===== src/hdl/kbp_pkg.sv =====
package kbp_pkg;

  localparam int COORD_IN_BITS   = 20;
  localparam int SIZE_FIELD_BITS = 10;
  localparam int DIM_BITS        = 16;
  localparam int CFG_INDEX_BITS  = 1;
  localparam int BYTE_BITS       = 8;

  // Rounded coordinate, field widths and packed word
  localparam int ROUND_BITS      = COORD_IN_BITS - 1;
  localparam int FIELD_MAX_BITS  = DIM_BITS + 2;
  localparam int FW_BITS         = $clog2(FIELD_MAX_BITS + 1);
  localparam int YS_BITS         = FIELD_MAX_BITS + SIZE_FIELD_BITS;
  localparam int WORD_BITS       = FIELD_MAX_BITS + YS_BITS;
  localparam int LEN_BITS        = $clog2(WORD_BITS + 1);

  // Back end accumulator
  localparam int PEND_BITS       = BYTE_BITS - 1;
  localparam int PCNT_BITS       = $clog2(BYTE_BITS);
  localparam int ACC_BITS        = ((PEND_BITS + WORD_BITS + BYTE_BITS - 1) / BYTE_BITS)
                                   * BYTE_BITS;
  localparam int CNT_BITS        = $clog2(ACC_BITS + 1);

  // Queue between front and back
  localparam int QUEUE_DEPTH     = 2;
  localparam int QPTR_BITS       = $clog2(QUEUE_DEPTH);
  localparam int QCNT_BITS       = $clog2(QUEUE_DEPTH + 1);

  localparam logic [CFG_INDEX_BITS-1:0] REG_IMAGE_WIDTH  = CFG_INDEX_BITS'(0);
  localparam logic [CFG_INDEX_BITS-1:0] REG_IMAGE_HEIGHT = CFG_INDEX_BITS'(1);

  localparam logic [DIM_BITS-1:0] IMAGE_WIDTH_RESET  = DIM_BITS'(640);
  localparam logic [DIM_BITS-1:0] IMAGE_HEIGHT_RESET = DIM_BITS'(480);

  localparam logic MODE_PACK   = 1'b0;
  localparam logic MODE_FINISH = 1'b1;

  typedef struct packed {
    logic                 mode;
    logic [WORD_BITS-1:0] word;  // fields left aligned, unused low bits zero
    logic [LEN_BITS-1:0]  len;
  } kbp_entry_t;

  typedef struct packed {
    logic                busy;
    logic [CNT_BITS-1:0] cnt;
  } kbp_status_t;

  // Field width: ceil(log2(dim)) + 2, a zero dimension counts as one
  function automatic logic [FW_BITS-1:0] field_bits(input logic [DIM_BITS-1:0] dim);
    logic [DIM_BITS-1:0] d;
    logic [FW_BITS-1:0]  k;
    d = (dim == '0) ? '0 : dim - DIM_BITS'(1);
    k = '0;
    for (int i = 0; i < DIM_BITS; i++) begin
      if (d[i]) k = FW_BITS'(i + 1);
    end
    return k + FW_BITS'(2);
  endfunction

  // Round to quarter units, half up
  function automatic logic [ROUND_BITS-1:0] round_quarter(
    input logic [COORD_IN_BITS-1:0] v
  );
    logic [COORD_IN_BITS:0] sum;
    sum = {1'b0, v} + (COORD_IN_BITS + 1)'(2);
    return sum[COORD_IN_BITS:2];
  endfunction

endpackage


===== src/hdl/kbp_if.sv =====
interface kbp_in_if;
  import kbp_pkg::*;

  logic                     valid;
  logic                     ready;
  logic                     mode;
  logic [COORD_IN_BITS-1:0] x_pos;
  logic [COORD_IN_BITS-1:0] y_pos;
  logic [COORD_IN_BITS-1:0] kp_size;

  modport source (output valid, mode, x_pos, y_pos, kp_size, input ready);
  modport sink   (input valid, mode, x_pos, y_pos, kp_size, output ready);
endinterface

interface kbp_out_if;
  import kbp_pkg::*;

  logic                 valid;
  logic                 ready;
  logic [BYTE_BITS-1:0] packed_byte;
  logic                 last_of_run;

  modport source (output valid, packed_byte, last_of_run, input ready);
  modport sink   (input valid, packed_byte, last_of_run, output ready);
endinterface


===== src/hdl/kbp_front.sv =====
module kbp_front (
  input  logic                                 clk_i,
  input  logic                                 rst_ni,
  input  logic                                 cfg_we_i,
  input  logic [kbp_pkg::CFG_INDEX_BITS-1:0]   cfg_index_i,
  input  logic [kbp_pkg::DIM_BITS-1:0]         cfg_wdata_i,
  kbp_in_if.sink                               kp_in_i,
  output logic                                 push_o,
  output kbp_pkg::kbp_entry_t                  push_entry_o,
  input  logic                                 full_i
);
  import kbp_pkg::*;

  logic [FW_BITS-1:0]        bx_q, bx_d, by_q, by_d;
  logic [ROUND_BITS-1:0]     qx, qy, qs;
  logic [FIELD_MAX_BITS-1:0] qx_l, qy_l;
  logic [YS_BITS-1:0]        ys;
  logic [WORD_BITS-1:0]      word;

  // Hold field widths, worked out once per register write
  always_comb begin
    bx_d = bx_q;
    by_d = by_q;
    if (cfg_we_i) begin
      case (cfg_index_i)
        REG_IMAGE_WIDTH:  bx_d = field_bits(cfg_wdata_i);
        REG_IMAGE_HEIGHT: by_d = field_bits(cfg_wdata_i);
        default: ;
      endcase
    end
  end

  always_ff @(posedge clk_i or negedge rst_ni) begin
    if (!rst_ni) begin
      bx_q <= field_bits(IMAGE_WIDTH_RESET);
      by_q <= field_bits(IMAGE_HEIGHT_RESET);
    end else begin
      bx_q <= bx_d;
      by_q <= by_d;
    end
  end

  // Round, drop bits above each field and left align the three fields
  always_comb begin
    qx   = round_quarter(kp_in_i.x_pos);
    qy   = round_quarter(kp_in_i.y_pos);
    qs   = round_quarter(kp_in_i.kp_size);
    qx_l = FIELD_MAX_BITS'(qx) << (FW_BITS'(FIELD_MAX_BITS) - bx_q);
    qy_l = FIELD_MAX_BITS'(qy) << (FW_BITS'(FIELD_MAX_BITS) - by_q);
    ys   = {qy_l, {SIZE_FIELD_BITS{1'b0}}}
         | ({qs[SIZE_FIELD_BITS-1:0], {FIELD_MAX_BITS{1'b0}}} >> by_q);
    word = {qx_l, {YS_BITS{1'b0}}} | ({ys, {FIELD_MAX_BITS{1'b0}}} >> bx_q);
  end

  always_comb begin
    push_entry_o.mode = kp_in_i.mode;
    if (kp_in_i.mode == MODE_FINISH) begin
      push_entry_o.word = '0;
      push_entry_o.len  = '0;
    end else begin
      push_entry_o.word = word;
      push_entry_o.len  = LEN_BITS'(bx_q) + LEN_BITS'(by_q) + LEN_BITS'(SIZE_FIELD_BITS);
    end
  end

  assign kp_in_i.ready = !full_i;
  assign push_o        = kp_in_i.valid && !full_i;

endmodule


===== src/hdl/kbp_queue.sv =====
module kbp_queue (
  input  logic                          clk_i,
  input  logic                          rst_ni,
  input  logic                          push_i,
  input  kbp_pkg::kbp_entry_t           push_entry_i,
  input  logic                          pop_i,
  output kbp_pkg::kbp_entry_t           pop_entry_o,
  output logic                          pop_valid_o,
  output logic                          full_o,
  output logic [kbp_pkg::QCNT_BITS-1:0] count_o
);
  import kbp_pkg::*;

  kbp_entry_t           slot_q [QUEUE_DEPTH];
  logic [QPTR_BITS-1:0] wr_ptr_q, rd_ptr_q;
  logic [QCNT_BITS-1:0] count_q;
  logic                 do_push, do_pop;

  assign full_o      = (count_q == QCNT_BITS'(QUEUE_DEPTH));
  assign pop_valid_o = (count_q != '0);
  assign pop_entry_o = slot_q[rd_ptr_q];
  assign count_o     = count_q;
  assign do_push     = push_i && !full_o;
  assign do_pop      = pop_i && pop_valid_o;

  always_ff @(posedge clk_i) begin
    if (do_push) slot_q[wr_ptr_q] <= push_entry_i;
  end

  always_ff @(posedge clk_i or negedge rst_ni) begin
    if (!rst_ni) begin
      wr_ptr_q <= '0;
      rd_ptr_q <= '0;
      count_q  <= '0;
    end else begin
      if (do_push) begin
        wr_ptr_q <= (wr_ptr_q == QPTR_BITS'(QUEUE_DEPTH - 1)) ? '0
                                                               : wr_ptr_q + QPTR_BITS'(1);
      end
      if (do_pop) begin
        rd_ptr_q <= (rd_ptr_q == QPTR_BITS'(QUEUE_DEPTH - 1)) ? '0
                                                               : rd_ptr_q + QPTR_BITS'(1);
      end
      case ({do_push, do_pop})
        2'b10:   count_q <= count_q + QCNT_BITS'(1);
        2'b01:   count_q <= count_q - QCNT_BITS'(1);
        default: count_q <= count_q;
      endcase
    end
  end

endmodule


===== src/hdl/kbp_back.sv =====
module kbp_back (
  input  logic                  clk_i,
  input  logic                  rst_ni,
  input  kbp_pkg::kbp_entry_t   entry_i,
  input  logic                  entry_valid_i,
  output logic                  pop_o,
  kbp_out_if.source             byte_out_o,
  output kbp_pkg::kbp_status_t  status_o
);
  import kbp_pkg::*;

  logic [ACC_BITS-1:0]  sh_q, sh_new, shifted;
  logic [CNT_BITS-1:0]  cnt_q, cnt_new;
  logic                 busy_q;
  logic [PEND_BITS-1:0] pend_q, pend_c;
  logic [PCNT_BITS-1:0] pcnt_q, pcnt_c;
  logic                 ov_q;
  logic [BYTE_BITS-1:0] byte_q;
  logic                 last_q;
  logic                 fire, last, load;

  // Emit one byte a cycle while the output register is free or drained
  assign fire    = busy_q && (!ov_q || byte_out_o.ready);
  assign last    = (cnt_q < CNT_BITS'(2 * BYTE_BITS));
  assign shifted = sh_q << BYTE_BITS;
  assign load    = (!busy_q || (fire && last)) && entry_valid_i;
  assign pop_o   = load;

  // Leftover bits as they stand after this cycle's byte, left aligned
  always_comb begin
    if (fire && last) begin
      pend_c = shifted[ACC_BITS-1 -: PEND_BITS];
      pcnt_c = cnt_q[PCNT_BITS-1:0];
    end else begin
      pend_c = pend_q;
      pcnt_c = pcnt_q;
    end
  end

  always_comb begin
    sh_new = {pend_c, {(ACC_BITS - PEND_BITS){1'b0}}};
    if (entry_i.mode == MODE_FINISH) begin
      cnt_new = (pcnt_c != '0) ? CNT_BITS'(BYTE_BITS) : '0;
    end else begin
      sh_new  = sh_new
              | ({entry_i.word, {(ACC_BITS - WORD_BITS){1'b0}}} >> pcnt_c);
      cnt_new = CNT_BITS'(pcnt_c) + CNT_BITS'(entry_i.len);
    end
  end

  always_ff @(posedge clk_i or negedge rst_ni) begin
    if (!rst_ni) begin
      busy_q <= 1'b0;
      cnt_q  <= '0;
      pend_q <= '0;
      pcnt_q <= '0;
      ov_q   <= 1'b0;
    end else begin
      if (load) begin
        busy_q <= (cnt_new >= CNT_BITS'(BYTE_BITS));
        cnt_q  <= cnt_new;
        pend_q <= sh_new[ACC_BITS-1 -: PEND_BITS];
        pcnt_q <= cnt_new[PCNT_BITS-1:0];
      end else if (fire) begin
        cnt_q <= cnt_q - CNT_BITS'(BYTE_BITS);
        if (last) begin
          busy_q <= 1'b0;
          pend_q <= pend_c;
          pcnt_q <= pcnt_c;
        end
      end
      if (fire) begin
        ov_q <= 1'b1;
      end else if (byte_out_o.ready) begin
        ov_q <= 1'b0;
      end
    end
  end

  always_ff @(posedge clk_i) begin
    if (load) begin
      sh_q <= sh_new;
    end else if (fire) begin
      sh_q <= shifted;
    end
    if (fire) begin
      byte_q <= sh_q[ACC_BITS-1 -: BYTE_BITS];
      last_q <= last;
    end
  end

  assign byte_out_o.valid       = ov_q;
  assign byte_out_o.packed_byte = byte_q;
  assign byte_out_o.last_of_run = last_q;

  assign status_o.busy = busy_q;
  assign status_o.cnt  = cnt_q;

endmodule


===== src/hdl/keypoint_bit_packer.sv =====
// Keypoint bit packer: each keypoint request carries x, y and size in unsigned fixed point
// with four fraction bits; the block rounds each to quarter pixels (half up) and appends
// them MSB first to a byte stream, x in ceil(log2(image_width))+2 bits, y in
// ceil(log2(image_height))+2 bits and size in ten bits, keeping only the low bits of each
// value. Up to seven leftover bits carry over to the next request; a finish request
// emits them as one zero-padded byte and clears them. last_of_run marks the final byte
// that a request produces. A keypoint request completes one to six whole bytes, since even
// the narrowest fields add fourteen bits, and a finish request at most one; the emitter
// sends one byte per cycle while its output register is free or drained by the sink. A
// two-entry queue sits between the front end and the emitter, so requests keep being taken
// while bytes drain, and the output register lets a byte wait for the sink without stalling
// the emitter's next load. Configuration registers (index 0 image_width, index 1
// image_height) are written through cfg_we_i; the user must write them only while the block
// is idle, and the block itself does not enforce this.
module keypoint_bit_packer (
  input  logic                               clk_i,
  input  logic                               rst_ni,
  input  logic                               cfg_we_i,
  input  logic [kbp_pkg::CFG_INDEX_BITS-1:0] cfg_index_i,
  input  logic [kbp_pkg::DIM_BITS-1:0]       cfg_wdata_i,
  kbp_in_if.sink                             kp_in_i,
  kbp_out_if.source                          byte_out_o
);
  import kbp_pkg::*;

  logic                 push;
  kbp_entry_t           push_entry;
  logic                 full;
  kbp_entry_t           pop_entry;
  logic                 pop_valid;
  logic                 pop;
  logic [QCNT_BITS-1:0] q_count;
  kbp_status_t          bk_status;

  // Front end: take requests, round and line up the fields, hold widths
  kbp_front u_front (
    .clk_i        (clk_i),
    .rst_ni       (rst_ni),
    .cfg_we_i     (cfg_we_i),
    .cfg_index_i  (cfg_index_i),
    .cfg_wdata_i  (cfg_wdata_i),
    .kp_in_i      (kp_in_i),
    .push_o       (push),
    .push_entry_o (push_entry),
    .full_i       (full)
  );

  // Queue: decouple request intake from byte emission
  kbp_queue u_queue (
    .clk_i        (clk_i),
    .rst_ni       (rst_ni),
    .push_i       (push),
    .push_entry_i (push_entry),
    .pop_i        (pop),
    .pop_entry_o  (pop_entry),
    .pop_valid_o  (pop_valid),
    .full_o       (full),
    .count_o      (q_count)
  );

  // Back end: merge with leftover bits, emit bytes, keep the remainder
  kbp_back u_back (
    .clk_i         (clk_i),
    .rst_ni        (rst_ni),
    .entry_i       (pop_entry),
    .entry_valid_i (pop_valid),
    .pop_o         (pop),
    .byte_out_o    (byte_out_o),
    .status_o      (bk_status)
  );

`ifndef SYNTHESIS
  // Emitter is only busy with at least one whole byte left
  a_busy_has_byte: assert property (@(posedge clk_i) disable iff (!rst_ni)
    bk_status.busy |-> (bk_status.cnt >= CNT_BITS'(BYTE_BITS)))
    else $error("emitter busy with less than a byte");

  // Queue never overfills
  a_queue_bound: assert property (@(posedge clk_i) disable iff (!rst_ni)
    q_count <= QCNT_BITS'(QUEUE_DEPTH))
    else $error("queue count out of range");

  // Input stalls only when the queue is full
  a_stall_full: assert property (@(posedge clk_i) disable iff (!rst_ni)
    !kp_in_i.ready |-> (q_count == QCNT_BITS'(QUEUE_DEPTH)))
    else $error("request stalled with queue space free");

  // An empty queue must not pop
  a_no_idle_pop: assert property (@(posedge clk_i) disable iff (!rst_ni)
    (q_count == '0) |-> !pop)
    else $error("pop from empty queue");
`endif

endmodule

===== src/flat_wrapper.sv =====
// flat-port wrapper written by rule: the top's interface ports become plain ports
module keypoint_bit_packer_flat import kbp_pkg::*;
  (clk_i, rst_ni, cfg_we_i, cfg_index_i, cfg_wdata_i, kp_in_i_valid, kp_in_i_mode, kp_in_i_x_pos, kp_in_i_y_pos, kp_in_i_kp_size, kp_in_i_ready, byte_out_o_valid, byte_out_o_packed_byte, byte_out_o_last_of_run, byte_out_o_ready);
  kbp_in_if kp_in_i_i ();
  kbp_out_if byte_out_o_i ();
  input  logic clk_i;
  input  logic rst_ni;
  input  logic cfg_we_i;
  input  logic [kbp_pkg::CFG_INDEX_BITS-1:0] cfg_index_i;
  input  logic [kbp_pkg::DIM_BITS-1:0] cfg_wdata_i;
  input wire logic [$bits(kp_in_i_i.valid)-1:0] kp_in_i_valid;
  input wire logic [$bits(kp_in_i_i.mode)-1:0] kp_in_i_mode;
  input wire logic [$bits(kp_in_i_i.x_pos)-1:0] kp_in_i_x_pos;
  input wire logic [$bits(kp_in_i_i.y_pos)-1:0] kp_in_i_y_pos;
  input wire logic [$bits(kp_in_i_i.kp_size)-1:0] kp_in_i_kp_size;
  output wire logic [$bits(kp_in_i_i.ready)-1:0] kp_in_i_ready;
  output wire logic [$bits(byte_out_o_i.valid)-1:0] byte_out_o_valid;
  output wire logic [$bits(byte_out_o_i.packed_byte)-1:0] byte_out_o_packed_byte;
  output wire logic [$bits(byte_out_o_i.last_of_run)-1:0] byte_out_o_last_of_run;
  input wire logic [$bits(byte_out_o_i.ready)-1:0] byte_out_o_ready;
  assign kp_in_i_i.valid = kp_in_i_valid;
  assign kp_in_i_i.mode = kp_in_i_mode;
  assign kp_in_i_i.x_pos = kp_in_i_x_pos;
  assign kp_in_i_i.y_pos = kp_in_i_y_pos;
  assign kp_in_i_i.kp_size = kp_in_i_kp_size;
  assign kp_in_i_ready = kp_in_i_i.ready;
  assign byte_out_o_valid = byte_out_o_i.valid;
  assign byte_out_o_packed_byte = byte_out_o_i.packed_byte;
  assign byte_out_o_last_of_run = byte_out_o_i.last_of_run;
  assign byte_out_o_i.ready = byte_out_o_ready;
  keypoint_bit_packer u_core (.clk_i(clk_i), .rst_ni(rst_ni), .cfg_we_i(cfg_we_i), .cfg_index_i(cfg_index_i), .cfg_wdata_i(cfg_wdata_i), .kp_in_i(kp_in_i_i), .byte_out_o(byte_out_o_i));
endmodule

===== config.mk =====
export PLATFORM = sky130hd
export DESIGN_NAME = keypoint_bit_packer_flat
export DESIGN_NICKNAME = d
export VERILOG_FILES = /design/src/hdl/kbp_pkg.sv /design/src/hdl/kbp_if.sv /design/src/hdl/kbp_front.sv /design/src/hdl/kbp_queue.sv /design/src/hdl/kbp_back.sv /design/src/hdl/keypoint_bit_packer.sv /design/src/flat_wrapper.sv
export SDC_FILE = /design/constraint.sdc
export NUM_CORES = 1
export LEC_CHECK = 0
export BUFFER_PORTS_ARGS = -buffer_cell sky130_fd_sc_hd__buf_2
export CORE_MARGIN = 8
export CORE_UTILIZATION = 55
export DETAILED_ROUTE_END_ITERATION = 16
export GPL_TIMING_DRIVEN = 1
export PLACE_DENSITY_LB_ADDON = 0.3
export SETUP_SLACK_MARGIN = 0.4
export SYNTH_ARGS = -nofsm -noshare
export SYNTH_HDL_FRONTEND = slang
export SYNTH_HIERARCHICAL = 1
export SYNTH_SLANG_ARGS = --single-unit

===== constraint.sdc =====
create_clock -name clk_i -period 5.3 [get_ports clk_i]
set_clock_uncertainty 0.05 [all_clocks]
set_input_delay 0.795 -clock clk_i [delete_from_list [all_inputs] [get_ports clk_i]]
set_output_delay 0.795 -clock clk_i [all_outputs]
set_load 0.01 [all_outputs]

==> results of run 1 <==
==> placed cells by master, fill, tap and decap left out, types with 14 or more instances in the layout <==
cell	n
nor2b_1	16
nor3_1	53
a311oi_1	18
or3_1	14
inv_1	69
a22oi_1	16
nand4_1	25
nor4_1	24
buf_2	82
o22ai_1	38
a211oi_1	24
nand2b_1	20
clkbuf_16	17
mux4_2	47
edfxtp_1	168
nor2_1	129
mux2i_1	63
a21oi_1	95
a221oi_1	27
buf_4	32
ha_1	21
xnor2_1	33
dfrtp_1	25
a31oi_1	25
a222oi_1	26
xor2_1	19
mux2_2	76
o211ai_1	20
and3_1	17
nand3_1	57
o21ai_0	77
nand2_1	196
==> stage by stage <==
step | cells | util [%] | hold slack (ns) | area (sq um) | total power (uW)
final | 2247 | 60.0 | 0.372 | 18400 | 9090
after global routing | 2247 | 60.0 | 0.384 | 18400 | 9560
after CTS | 2247 | 60.0 | 0.371 | 18400 | 9020
after detailed placement | 2215 | 58.0 | 0.355 | 17800 | 7700
after global placement | 2215 | 58.0 | 0.353 | 17800 | 7570
after floorplan | 1837 | - | 0.350 | 17200 | 6390
==> worst reg2reg max path: stages (launching register included) <==
cell and delay (ns):
dfstp_2 0.50, ha_1 0.32, xnor2_1 0.84, nand2_1 0.43, o221a_1 0.42, nor3_1 0.24, o221ai_1 0.26, a32o_1 0.36
or2_4 0.26, a221oi_2 0.25, a221oi_2 0.10, a2111oi_2 0.46
==> layout make-up <==
type | count | area, sq um | area share (%)
Timing Repair Buffer | 116 | 691 | 3.75
Tap cell | 396 | 495 | 2.69
Inverter | 78 | 293 | 1.59
Clock inverter | 14 | 161 | 0.877
Multi-Input combinational cell | 1425 | 10500 | 56.9
Clock buffer | 18 | 429 | 2.33
Sequential cell | 200 | 5850 | 31.8
==> per-layer routing <==
metal | vias to the layer above | part of all wire [%] | GRT usage, %
met2 | 777 | 48 | 44.6
met4 | 0 | 3.3 | 9.67
met1 | 7509 | 42 | 35.3
met5 | - | 0 | 0
met3 | 129 | 7.0 | 3.96
li1 | 7242 | - | -
==> worst max path at each step <==
stage | end | startpoint | cells after the start | slack (ns)
4_1_cts | u_core/u_queue/slot_q[1][23] | u_core/u_front/by_q[0] | 11 | 0.67
5_1_grt | u_core/u_queue/slot_q[1][23] | u_core/u_front/by_q[0] | 11 | 0.43
3_5_place_dp | u_core/u_queue/slot_q[0][23] | kp_in_i_y_pos[2] | 12 | 0.50
3_3_place_gp | u_core/u_queue/slot_q[0][41] | kp_in_i_y_pos[1] | 12 | 0.61
6_report | u_core/u_queue/slot_q[1][23] | u_core/u_front/by_q[0] | 11 | 0.58
2_1_floorplan | u_core/u_queue/slot_q[0][0] | kp_in_i_valid | 3 | 1.52
==> report_power, final <==
group	switching, uW	internal (uW)
clock	635	672
sequential	280	2510
combinational	3020	1960
==> flip-flops by register name, indices dropped and copies added, names as in the netlist <==
register / flops
u_core/u_back/cnt_q: 6
u_core/u_back/pend_q: 7
u_core/u_back/byte_out_o.last_of_run: 1
u_core/u_queue/rd_ptr_q: 1
u_core/u_back/busy_q: 1
u_core/u_front/bx_q: 5
u_core/u_queue/slot_q: 106
u_core/u_queue/wr_ptr_q: 1
u_core/u_back/pcnt_q: 3
u_core/u_back/byte_out_o.packed_byte: 8
u_core/u_back/byte_out_o.valid: 1
u_core/u_front/by_q: 5
u_core/u_queue/count_o: 2
u_core/u_back/sh_q: 53
==> flow_metrics.py, run 1 <==
metrics = {
    "outcome": {
        "status": "finished clean",
    },
    "setup_path": {
        "reg2reg_from": "u_core/u_front/by_q[0]",
        "worstPathCellList": "ha_1 -> xnor2_1 -> nand2_1 -> o221a_1 -> nor3_1 -> o221ai_1 -> a32o_1 -> or2_4 -> a221oi_2 -> a221oi_2 -> a2111oi_2",
        "max_stage_delay_ns": 0.84,
        "r2r_slack_ns": 0.58,
        "path_class": "register to register",
        "r2r_end": "u_core/u_queue/slot_q[1][23]",
        "crit_buf_inv": 0,
        "worst_setup_path_end_kind": "register",
        "path_delay_family": "compound AO/OA/AOI/OAI gates",
        "slowest_stage": "xnor2_1",
        "critPathMaxFanout": 16,
        "cp_common_cell": "a221oi_2",
        "worst-r2r-cell-count": 11,
        "arrival_ns": 4.88,
        "start_kind": "register",
        "cp_data_required_time_ns": 5.46,
    },
    "detailed_routing": {
        "ant_nets": 0,
        "drtPass1Iterations": 7,
        "drt-initial-drc-count": 1802,
        "vias": 15657,
        "route.detailed.drc": 0,
        "wl_mm": 51.0,
        "wl_per_cell_microns": 22.7,
        "vias_per_cell": 6.97,
    },
    "global_routing": {
        "grt_pass1_vias": 14628,
        "grt_use_total_pct": 26.9,
        "grt_max_degree": 56,
        "grt_first_pass_wirelength_mm": 80.0,
        "grt-ovfl-total": 0,
        "antenna_found_initial": 0,
    },
    "cells_and_area": {
        "syn2layout_area_growth_pct": 6.92,
        "nFillCells": 2672,
        "drive_above_1_share_pct": 18.4,
        "num_antenna_cells": 0,
        "final_nets": 1944,
    },
    "worst_hold_path": {
        "min_from": "u_core/u_back/sh_q[55]",
        "hp-class": "register to register",
        "min_path_cells": 0,
        "holdPathEnd": "u_core/u_back/byte_out_o.packed_byte[7]",
    },
    "timing": {
        "rsz0062_at_grt": "false",
        "setup_ws_ns": 0.584,
        "period_share_pct": 89.0,
        "slew_viol_final": 0,
        "worst_pin_slew_ns": 1.05,
        "fin_tns_setup_ns": 0,
        "hold_viol_final": 0,
        "relSlewSlack_pct": 29.3,
        "finalCriticalPeriod_ns": 4.72,
        "fmax_ghz": 0.212,
        "setup_viol": 0,
    },
    "yosys": {
        "syn-cell-area_sq_um": 17200,
        "avgSynthCellArea_sq_um": 9.37,
        "yosys_warnings": 6,
        "syn_nets": 1943,
        "netlist_instances": 1837,
    },
    "power": {
        "vdd.ir_drop.worst_mv": 0.262,
        "p_leak_uw": 0.00678,
        "p_per_area_nw_per_um2": 494,
    },
    "clocking": {
        "insertion_delay_ns": 0.44,
        "cts.sinks": 200,
        "cts_hold_buf": 0,
        "cts_tree": "yes",
        "cts-resized-gates": 0,
        "cts_buffer_depth": 2,
        "cts_buffers": 17,
        "cts_setup_buffers": 0,
        "path_clk_slew_ns": 0.08,
        "htreeDepth": 4,
        "root_buffer": "clkbuf_16",
    },
    "placed_design": {
        "dp.final_hpwl_mm": 38.1,
        "gp_congestion": 0.966,
        "place_ws_ns": 0.503,
        "port_buffers": 82,
    },
    "job": {
        "drv_cap": 0,
    },
    "floorplan": {
        "die_w_microns": 193,
        "num_rows": 64,
        "start_util_pct": 56.1,
        "die_h_microns": 193,
        "ios": 94,
        "die-area_sq_um": 37200,
        "coreArea_sq_um": 30700,
    },
}
No activity file was read; power rests on OpenSTA's default activity.
==> run 2: changes to the inputs <==
--- a/config.mk
+++ b/config.mk
@@ -10,7 +10,7 @@
 export CORE_UTILIZATION = 55
 export DETAILED_ROUTE_END_ITERATION = 16
 export GPL_TIMING_DRIVEN = 1
-export PLACE_DENSITY_LB_ADDON = 0.3
+export PLACE_DENSITY = 0.76
 export SETUP_SLACK_MARGIN = 0.4
 export SYNTH_ARGS = -nofsm -noshare
 export SYNTH_HDL_FRONTEND = slang
==> constraint.sdc (replaced) <==
create_clock -name clk_i -period 4.3 [get_ports clk_i]
set_clock_uncertainty 0.05 [all_clocks]
set_input_delay 0.645 -clock clk_i [delete_from_list [all_inputs] [get_ports clk_i]]
set_output_delay 0.645 -clock clk_i [all_outputs]
set_load 0.01 [all_outputs]
==> flow_metrics.py, run 2 (synthesized netlist as in run 1, its figures left out) <==
metrics = {
    "global_routing": {
        "grt_use_total_pct": 27.5,
        "grt_first_pass_wirelength_mm": 81.9,
        "antenna_found_initial": 0,
        "grt-ovfl-total": 0,
        "grt_max_degree": 70,
        "grt_pass1_vias": 15202,
    },
    "clocking": {
        "root_buffer": "clkbuf_16",
        "htreeDepth": 4,
        "cts_buffer_depth": 2,
        "path_clk_slew_ns": 0.08,
        "insertion_delay_ns": 0.44,
        "cts.sinks": 200,
        "cts_buffers": 17,
        "cts_tree": "yes",
    },
    "setup_path": {
        "path_class": "register to register",
        "start_kind": "register",
        "critPathMaxFanout": 18,
        "max_stage_delay_ns": 0.61,
        "cp_common_cell": "a211oi_2",
        "worstPathCellList": "buf_6 -> clkinvlp_4 -> o32a_1 -> a21oi_1 -> a22oi_2 -> a211oi_2 -> o22ai_1 -> or4_4 -> o221a_4 -> a211oi_2 -> a211oi_1",
        "cp_data_required_time_ns": 4.41,
        "worst_setup_path_end_kind": "register",
        "slowest_stage": "or4_4",
        "arrival_ns": 3.95,
        "crit_buf_inv": 2,
        "r2r_slack_ns": 0.46,
        "path_delay_family": "compound AO/OA/AOI/OAI gates",
    },
    "cells_and_area": {
        "drive_above_1_share_pct": 24.3,
        "fin_util_pct": 63.3,
        "largest_reg_flops": 106,
        "seq_area_sq_um": 5850,
        "final_area_sq_um": 19400,
        "num_antenna_cells": 0,
        "multi_input_area_sq_um": 10700,
        "final_nets": 2032,
        "mostFrequentLayoutCells": "nand2_1, edfxtp_1, nor2_1, buf_4, a21oi_1",
        "nFillCells": 2555,
        "layout_commonest_cell": "nand2_1",
        "largest-register": "u_core/u_queue/slot_q",
        "syn2layout_area_growth_pct": 12.8,
    },
    "detailed_routing": {
        "wl_per_cell_microns": 22.7,
        "route.detailed.drc": 0,
        "ant_nets": 0,
        "wl_mm": 53.0,
        "drtPass1Iterations": 8,
        "vias": 16338,
        "drt-initial-drc-count": 2044,
        "vias_per_cell": 7.00,
    },
    "timing": {
        "relSlewSlack_pct": 25.4,
        "fmax_ghz": 0.260,
        "rsz0062_at_grt": "false",
        "slew_viol_final": 0,
        "whs_ns": 0.247,
        "hold_viol_final": 0,
        "worst_pin_slew_ns": 1.11,
        "fin_tns_setup_ns": 0,
        "finalCriticalPeriod_ns": 3.84,
        "period_share_pct": 89.3,
        "setup_viol": 0,
    },
    "floorplan": {
        "die_w_microns": 193,
        "ios": 94,
        "start_util_pct": 56.1,
        "coreArea_sq_um": 30700,
        "die-area_sq_um": 37200,
        "die_h_microns": 193,
        "num_rows": 64,
    },
    "placed_design": {
        "port_buffers": 82,
        "dp.final_hpwl_mm": 39.2,
        "post_dp_cell_area_sq_um": 18400,
        "gp_congestion": 0.963,
    },
    "job": {
        "drv_cap": 0,
    },
    "power": {
        "p_per_area_nw_per_um2": 599,
        "vdd.ir_drop.worst_mv": 0.291,
        "finalPower_uw": 11600,
        "p_leak_uw": 0.00729,
    },
    "worst_hold_path": {
        "hp-class": "input port to asynchronous set/reset pin",
    },
    "outcome": {
        "status": "finished clean",
    },
}
## run 2: changes by cell type in the layout (fill, tap and decap cells not counted), moves of 3 or more
cell | previous run | this run
a211oi_1 | 24 | 21
a211oi_2 | 4 | 7
a22oi_1 | 16 | 12
a22oi_2 | 0 | 4
a311oi_1 | 18 | 15
a311oi_2 | 0 | 3
a31oi_1 | 25 | 21
a31oi_2 | 0 | 4
buf_4 | 32 | 116
inv_6 | 4 | 1
nor3_1 | 53 | 50
nor3_2 | 1 | 4
## run 2: repair_timing
action / 4_1_cts / 5_1_grt
resized for setup: 7 / 46
cloned: 0 / 1
hold buffers: 0 / 0
pin swaps: 1 / 10
setup endpoints to repair: 68 / 84
setup buffers: 1 / 8
## run 2: path summary, 6_finish.rpt
path,from,end,cells after the start
max in group asynchronous,rst_ni,u_core/u_front/bx_q[0],1
max reg2reg,u_core/u_front/by_q[1],u_core/u_queue/slot_q[0][26],11
max,u_core/u_front/by_q[1],u_core/u_queue/slot_q[0][26],11
min in group clk_i,u_core/u_back/sh_q[48],u_core/u_back/byte_out_o.packed_byte[0],0
min reg2reg,u_core/u_back/sh_q[48],u_core/u_back/byte_out_o.packed_byte[0],0
min,rst_ni,u_core/u_back/busy_q,1
## run 2: layer usage
layer / wire [microns] / track usage, % / vias to the layer above
li1: - / - / 7399
met3: 3960 / 3.11 / 147
met4: 1880 / 11.7 / 0
met5: 0 / 0 / -
met2: 25800 / 46.2 / 926
met1: 21400 / 35.4 / 7866
## run 2: area by class of cell
class,instances,area share (%)
Clock buffer,17,2.19
Clock inverter,14,1.08
Sequential cell,200,30.2
Tap cell,396,2.55
Timing Repair Buffer,204,7.20
Multi-Input combinational cell,1425,55.3
Inverter,78,1.53
## run 2: stage by stage
stage / cells / setup WS (ns)
after CTS: 2325 / 0.386
after global routing: 2334 / 0.350
after floorplan: 1837 / 0.673
after global placement: 2293 / 0.139
final: 2334 / 0.459
after detailed placement: 2293 / 0.00913
## run 2: where the power goes
part | switching [uW] | total [uW] | internal, uW
Clock | 792 | 1690 | 894
Combinational | 3910 | 6560 | 2650
Sequential | 286 | 3390 | 3100
## run 2: worst reg2reg max path, stage by stage, from the launching register on
cell and delay, ns:
dfstp_2 0.57, buf_6 0.20, clkinvlp_4 0.24, o32a_1 0.42
a21oi_1 0.20, a22oi_2 0.14, a211oi_2 0.32, o22ai_1 0.14
or4_4 0.61, o221a_4 0.30, a211oi_2 0.26, a211oi_1 0.09
